==> src/design/pasu_pkg.sv <==
`timescale 1ns / 1ps
`default_nettype none

package pasu_pkg;

  localparam int DEPTH   = 64;
  localparam int IDX_W   = $clog2(DEPTH);
  localparam int CNT_W   = $clog2(DEPTH + 1);
  localparam int DATA_W  = 32;
  localparam int POS_W   = 7;
  localparam int ST_W    = 3;
  localparam int QDEPTH  = 2;
  localparam int QPTR_W  = $clog2(QDEPTH);
  localparam int QCNT_W  = $clog2(QDEPTH + 1);

  typedef enum logic [1:0] {
    OP_DISPLAY = 2'd0,
    OP_INSERT  = 2'd1,
    OP_DELETE  = 2'd2,
    OP_SEARCH  = 2'd3
  } op_e;

  typedef enum logic [ST_W-1:0] {
    ST_OK       = 3'd0,
    ST_BADPOS   = 3'd1,
    ST_NOTFOUND = 3'd2,
    ST_FULL     = 3'd3,
    ST_EMPTY    = 3'd4
  } status_e;

  typedef struct packed {
    op_e                       op;
    logic signed [DATA_W-1:0]  value;
    logic        [POS_W-1:0]   position;
  } cmd_t;

endpackage

`default_nettype wire

==> src/design/pasu_front.sv <==
`timescale 1ns / 1ps
`default_nettype none

module pasu_front import pasu_pkg::*; (
  input  logic                      clk_i,
  input  logic                      rst_ni,
  input  logic                      in_valid_i,
  output logic                      in_stall_o,
  input  logic [1:0]                opcode_i,
  input  logic signed [DATA_W-1:0]  value_i,
  input  logic [POS_W-1:0]          position_i,
  output logic                      cmd_valid_o,
  output cmd_t                      cmd_o,
  input  logic                      cmd_pop_i
);

  cmd_t              queue_q [QDEPTH];
  logic [QPTR_W-1:0] head_q, head_d;
  logic [QPTR_W-1:0] tail_q, tail_d;
  logic [QCNT_W-1:0] fill_q, fill_d;
  logic              push;
  logic              pop;
  cmd_t              cmd_in;

  // decode the raw transaction into a command word
  always_comb begin
    cmd_in.op       = op_e'(opcode_i);
    cmd_in.value    = value_i;
    cmd_in.position = position_i;
  end

  assign in_stall_o  = (fill_q == QCNT_W'(QDEPTH));
  assign cmd_valid_o = (fill_q != '0);
  assign cmd_o       = queue_q[head_q];
  assign push        = in_valid_i && !in_stall_o;
  assign pop         = cmd_pop_i && cmd_valid_o;

  always_comb begin
    head_d = head_q;
    tail_d = tail_q;
    fill_d = fill_q;
    if (push) begin
      tail_d = (tail_q == QPTR_W'(QDEPTH - 1)) ? '0 : tail_q + QPTR_W'(1);
    end
    if (pop) begin
      head_d = (head_q == QPTR_W'(QDEPTH - 1)) ? '0 : head_q + QPTR_W'(1);
    end
    if (push && !pop) begin
      fill_d = fill_q + QCNT_W'(1);
    end else if (pop && !push) begin
      fill_d = fill_q - QCNT_W'(1);
    end
  end

  always_ff @(posedge clk_i or negedge rst_ni) begin
    if (!rst_ni) begin
      head_q <= '0;
      tail_q <= '0;
      fill_q <= '0;
    end else begin
      head_q <= head_d;
      tail_q <= tail_d;
      fill_q <= fill_d;
    end
  end

  always_ff @(posedge clk_i) begin
    if (push) begin
      queue_q[tail_q] <= cmd_in;
    end
  end

`ifndef SYNTHESIS
  a_fill_range: assert property (@(posedge clk_i) disable iff (!rst_ni)
    fill_q <= QCNT_W'(QDEPTH))
    else $error("command queue overfilled");
  a_fill_track: assert property (@(posedge clk_i) disable iff (!rst_ni)
    (push && !pop) |=> (fill_q == $past(fill_q) + QCNT_W'(1)))
    else $error("queue fill did not follow push");
  a_ptr_gap: assert property (@(posedge clk_i) disable iff (!rst_ni)
    (fill_q == '0 || fill_q == QCNT_W'(QDEPTH)) |-> (head_q == tail_q))
    else $error("queue pointers out of step with fill");
`endif

endmodule

`default_nettype wire

==> config.mk <==
export PLATFORM = sky130hd
export DESIGN_NAME = pasu_front
export DESIGN_NICKNAME = d
export VERILOG_FILES = /design/src/design/pasu_pkg.sv /design/src/design/pasu_front.sv
export SDC_FILE = /design/constraint.sdc
export NUM_CORES = 1
export LEC_CHECK = 0
export ABC_AREA = 1
export BUFFER_PORTS_ARGS = -buffer_cell sky130_fd_sc_hd__buf_2
export CAP_MARGIN = 20
export CELL_PAD_IN_SITES_DETAIL_PLACEMENT = 2
export CELL_PAD_IN_SITES_GLOBAL_PLACEMENT = 2
export CORE_UTILIZATION = 31
export DETAILED_ROUTE_END_ITERATION = 10
export PLACE_DENSITY = 0.77
export SLEW_MARGIN = 20
export SYNTH_ARGS = -nofsm -noshare
export SYNTH_HDL_FRONTEND = slang
export SYNTH_SLANG_ARGS = --single-unit
==> constraint.sdc <==
create_clock -name clk_i -period 3 [get_ports clk_i]
set_input_delay 0.6 -clock clk_i [delete_from_list [all_inputs] [get_ports clk_i]]
set_output_delay 0.6 -clock clk_i [all_outputs]
set_load 0.01 [all_outputs]
After elaboration in Yosys (flattened, before gate mapping)
Memory sizes are Yosys's and may differ from the RTL's.
Index checks and enable logic that the tools add are counted.
- $add $sub $neg: 4
- multipliers: 0
- div/mod/pow operators: 0
- magnitude comparators: 0
- eq/ne operators: 1
- shifts and indexed selects: 0
- muxes and demuxes: 6
- bitwise gates (word level): 0
- reduce and logical (&&, ||, !) cells: 9
- operators with widths (operator ; number):
    $logic_and 1x1->1 ; 4
    $mux 1 ; 4
    $mux 2 ; 2
    $reduce_bool 2->1 ; 2
    $logic_not 1->1 ; 3
    $add 1x1->1 const B ; 2
    $add 2x1->2 const B ; 1
    $eq 2x2->1 const B ; 1
    $sub 2x1->2 const B ; 1
- register bits after elaboration: 4
- bits in latches: 0
- RAM bits: 82
- bits in read-only memories: 0
- word-level logic and storage cells: 24
- memories kept: 1
- memories (name ; words ; width ; read ports ; clocked after memory_dff ; wr ports ; RTL line ; RTL):
    queue_q ; 2 ; 41 ; 1 ; 0 ; 1 ; pasu_front.sv:17 ; cmd_t queue_q [QDEPTH];

Longest topological paths before layout
- depth in word-level cells: 7
- gate-level depth with buffers: 9
- gate-level depth less buffers: 9

Worst setup path after synthesis
OpenSTA, ideal clock, no wires.
- path type: input port to flip-flop
- start point: input in_valid_i
- end point: memory queue_q[1][0] (netlist name), enable pin
- data arrival time: 2432 ps
- data required time: 2561 ps
- slack: 129 ps
- stages on the path: 2
- buffers on the path: 0
- path through: o21ai_0 -> nor2_1
- longest elaborated chain between the ends: 3
- RTL lines (element ; RTL line ; RTL):
    from (decl) ; pasu_front.sv:7 ; input logic in_valid_i,
    $logic_and 1x1->1 ; pasu_front.sv:35 ; assign push = in_valid_i && !in_stall_o;
    $mux 1 ; pasu_front.sv:68 ; if (push) begin
    $mux 1 (not written as such) ; pasu_front.sv:69 ; queue_q[tail_q] <= cmd_in;
    to (decl) ; pasu_front.sv:17 ;
Every way passes these cells.

==> flow_summary.toml <==
[timing]
period_share_pct = 76.0
slew-limit-headroom_pct = 37.7
rsz0062_at_grt = "no"
fin_worst_skew_ns = 0.00762
fmax_ghz = 0.439
whs_ns = 0.0416
worstMarginPinSlew_ns = 0.933
hold_viol = 0
final.setup.tns_ns = 0
finalCriticalPeriod_ns = 2.28
setup_viol = 0
slew_violations = 0

[cts]
post_cts_buffers = 0
cts-buffers-inserted = 9
cts-root-buf = "clkbuf_8"
cts.sinks = 86
h-tree-depth = 3
post_cts_resized = 0
path_clk_slew_ns = 0.08
ctsLongestPathBuffers = 2
cts_tree = "yes"
ctsHoldBuffers = 0
clk_latency_ns = 0.35

[floorplanning]
rows = 37
io_pins = 88
core-area_um2 = 10200
chipWidth_um = 104
dieArea_um2 = 10900
start_util_pct = 31.8
die_y_um = 104

[critical_path]
r2r_end = "queue_q[0][4]"
reg2reg_slack_ns = 1.17
r2r_cells = 5
regToRegStartpoint = "fill_q[1]"
cp_cell_sequence = "inv_4 -> nand2_1 -> nand2_1 -> buf_2"
cpMaxStageDelayCell = "dfrtp_2"
critical_path.endpoint_type = "primary output"
worstSetupPathType = "reg2out"
critPathMaxFanout = 42
worst_setup_path_start_kind = "flop"
crit_start = "head_q"
path_common_cell = "nand2_1"
cpPeakStageDelay_ns = 0.57
cp.arrival_ns = 1.68
crit_required_ns = 2.40

[layout]
stdcell_area_um2 = 3990
area_delta_synth_final_pct = 22.4
diodes = 0
drive_gt1_share_pct = 33.3
fin_cells = 478
fin_nets = 383

[global_routing]
antenna_found_initial = 0
grt.overflow.total = 0
grt_pass1_wl_mm = 11.7
grt_start_max_net_pins = 43
grtUsageTotal_pct = 14.3
grt_pass1_vias = 2257

[drt]
ant_nets = 0
drtIter0Drc = 39
firstDrtPassIters = 4
via_count = 2095
wl_mm = 7.25
wl_per_cell_um = 15.2
vias_per_cell = 4.38
drc = 0

[synth]
synthTopCellsByArea = "edfxtp_1, nand2_1, dfrtp_1"
yosys.area_share.simple_pct = 16.8
synth_top_family_by_area = "simple AND/OR/NAND/NOR gates"
avgSynthCellArea_um2 = 13.2
postSynthCellCount = 246
synth-compound-area-share_pct = 0.154
synthesis.area_um2 = 3260
synth_fp_nets = 292
ys_ff_latch = 86
synth_xor_area_share_pct = 0.269
synthAdderAreaFrac_pct = 0.384
synth.distinct_cells = 17
yosysTopAreaCellShare_pct = 75.6
muxShareOfSynthArea_pct = 0
yosysTopAreaCell = "edfxtp_1"
yosysWarnings = 0
seq_area_frac_synth_pct = 78.7

[run_status]
status = "completed"

[place]
place.gp.congestion = 0.708
hpwl_mm = 5.04
dpl_cell_area_um2 = 3810
io_buffers = 87
dp.cells = 462

[power_and_ir_drop]
power_density_nw_per_um2 = 936
total_power_mw = 3.73
leakage_nw = 1.71
ir_drop_mv = 0.292

[job]
drv_cap = 0

[hold_path]
hp-class = "in2async"
registers in the layout, summed over array words and instances, names as in the netlist:
signal and flops:
tail_q 1, head_q 1, fill_q 2, queue_q 82
cell families (layout without fill, tap and decap cells):
| family | Yosys count | count (layout) |
|---|---|---|
| buffers and inverters | 17 | 113 |
| adders and majority gates | 1 | 1 |
| and+or+nand+nor | 140 | 140 |
| xor gates and xnor gates | 1 | 1 |
| AOI/OAI and AO/OA | 1 | 1 |
| DFF | 86 | 86 |
metal layers:
| layer | up-vias | GRT usage, % | share of wire [%] |
|---|---|---|---|
| li1 | 998 | - | - |
| met1 | 1020 | 17.1 | 42 |
| met2 | 62 | 24.6 | 52 |
| met3 | 15 | 3.01 | 4.4 |
| met4 | 0 | 6.53 | 2.0 |
| met5 | - | 0 | 0 |
cells in the mapped netlist:
| cell type | instances |
|---|---|
| nor2_4 | 1 |
| dfrtp_1 | 4 |
| ha_1 | 1 |
| buf_6 | 5 |
| nand2_2 | 3 |
| nand2_1 | 131 |
| inv_2 | 1 |
| nor2_2 | 1 |
| buf_4 | 4 |
| inv_1 | 6 |
| inv_4 | 1 |
| nand4_1 | 1 |
| edfxtp_1 | 82 |
| nand3_1 | 2 |
| o21ai_0 | 1 |
| nor2_1 | 1 |
| xnor2_1 | 1 |
where the power goes:
part	switching [mW]	internal, mW	leakage, nW	total [mW]
Sequential	0.122	1.64	0.810	1.76
Combinational	0.833	0.416	0.818	1.25
Clock	0.414	0.302	0.0832	0.716
how the worst max path moves through the flow:
| stage | end | cells past startpoint |
|---|---|---|
| floorplan | queue_q[1][0] | 2 |
| global route | cmd_o[36] | 4 |
| finish | cmd_o[36] | 4 |
| global placement | queue_q[0][5] | 5 |
| detailed placement | queue_q[0][21] | 5 |
| CTS | cmd_o[36] | 4 |
cell type report:
class / instances / area [µm²]
Clock inverter: 7 / 50.0
Timing Repair Buffer: 89 / 463
Tap cell: 136 / 170
Multi-Input combinational cell: 143 / 582
Fill cell: 1085 / 6250
Clock buffer: 9 / 124
Sequential cell: 86 / 2560
Inverter: 8 / 32.5
worst max-delay path: cells and delay by family (launching register included):
kind,cells,cell delay [ns]
DFF,1,0.57
and+or+nand+nor,2,0.22
buffers and inverters,2,0.53
cells in the final DEF, fill, tap and decap left out:
cell and count:
nor2_2 1, inv_6 1, nand3_1 2, nand4_1 1, clkbuf_8 9, buf_2 87
inv_4 1, edfxtp_1 82, clkinv_1 1, nand2_2 3, xnor2_1 1, clkinv_4 2
clkinv_2 1, nor2_4 2, o21ai_0 1, inv_1 5, dfrtp_2 1, buf_12 1
buf_4 1, dfrtp_1 3, clkinvlp_4 2, nand2_1 131, ha_1 1, inv_2 2
through the flow:
| step | utilization, % | setup slack, ns |
|---|---|---|
| 4_1_cts | 39.0 | 0.632 |
| 3_5_place_dp | 37.3 | 0.921 |
| 5_1_grt | 39.0 | 0.506 |
| 6_report | 39.0 | 0.721 |
| 3_3_place_gp | 37.3 | 0.988 |
| 2_1_floorplan | - | 0.129 |
(Power assumes the default switching activity.)
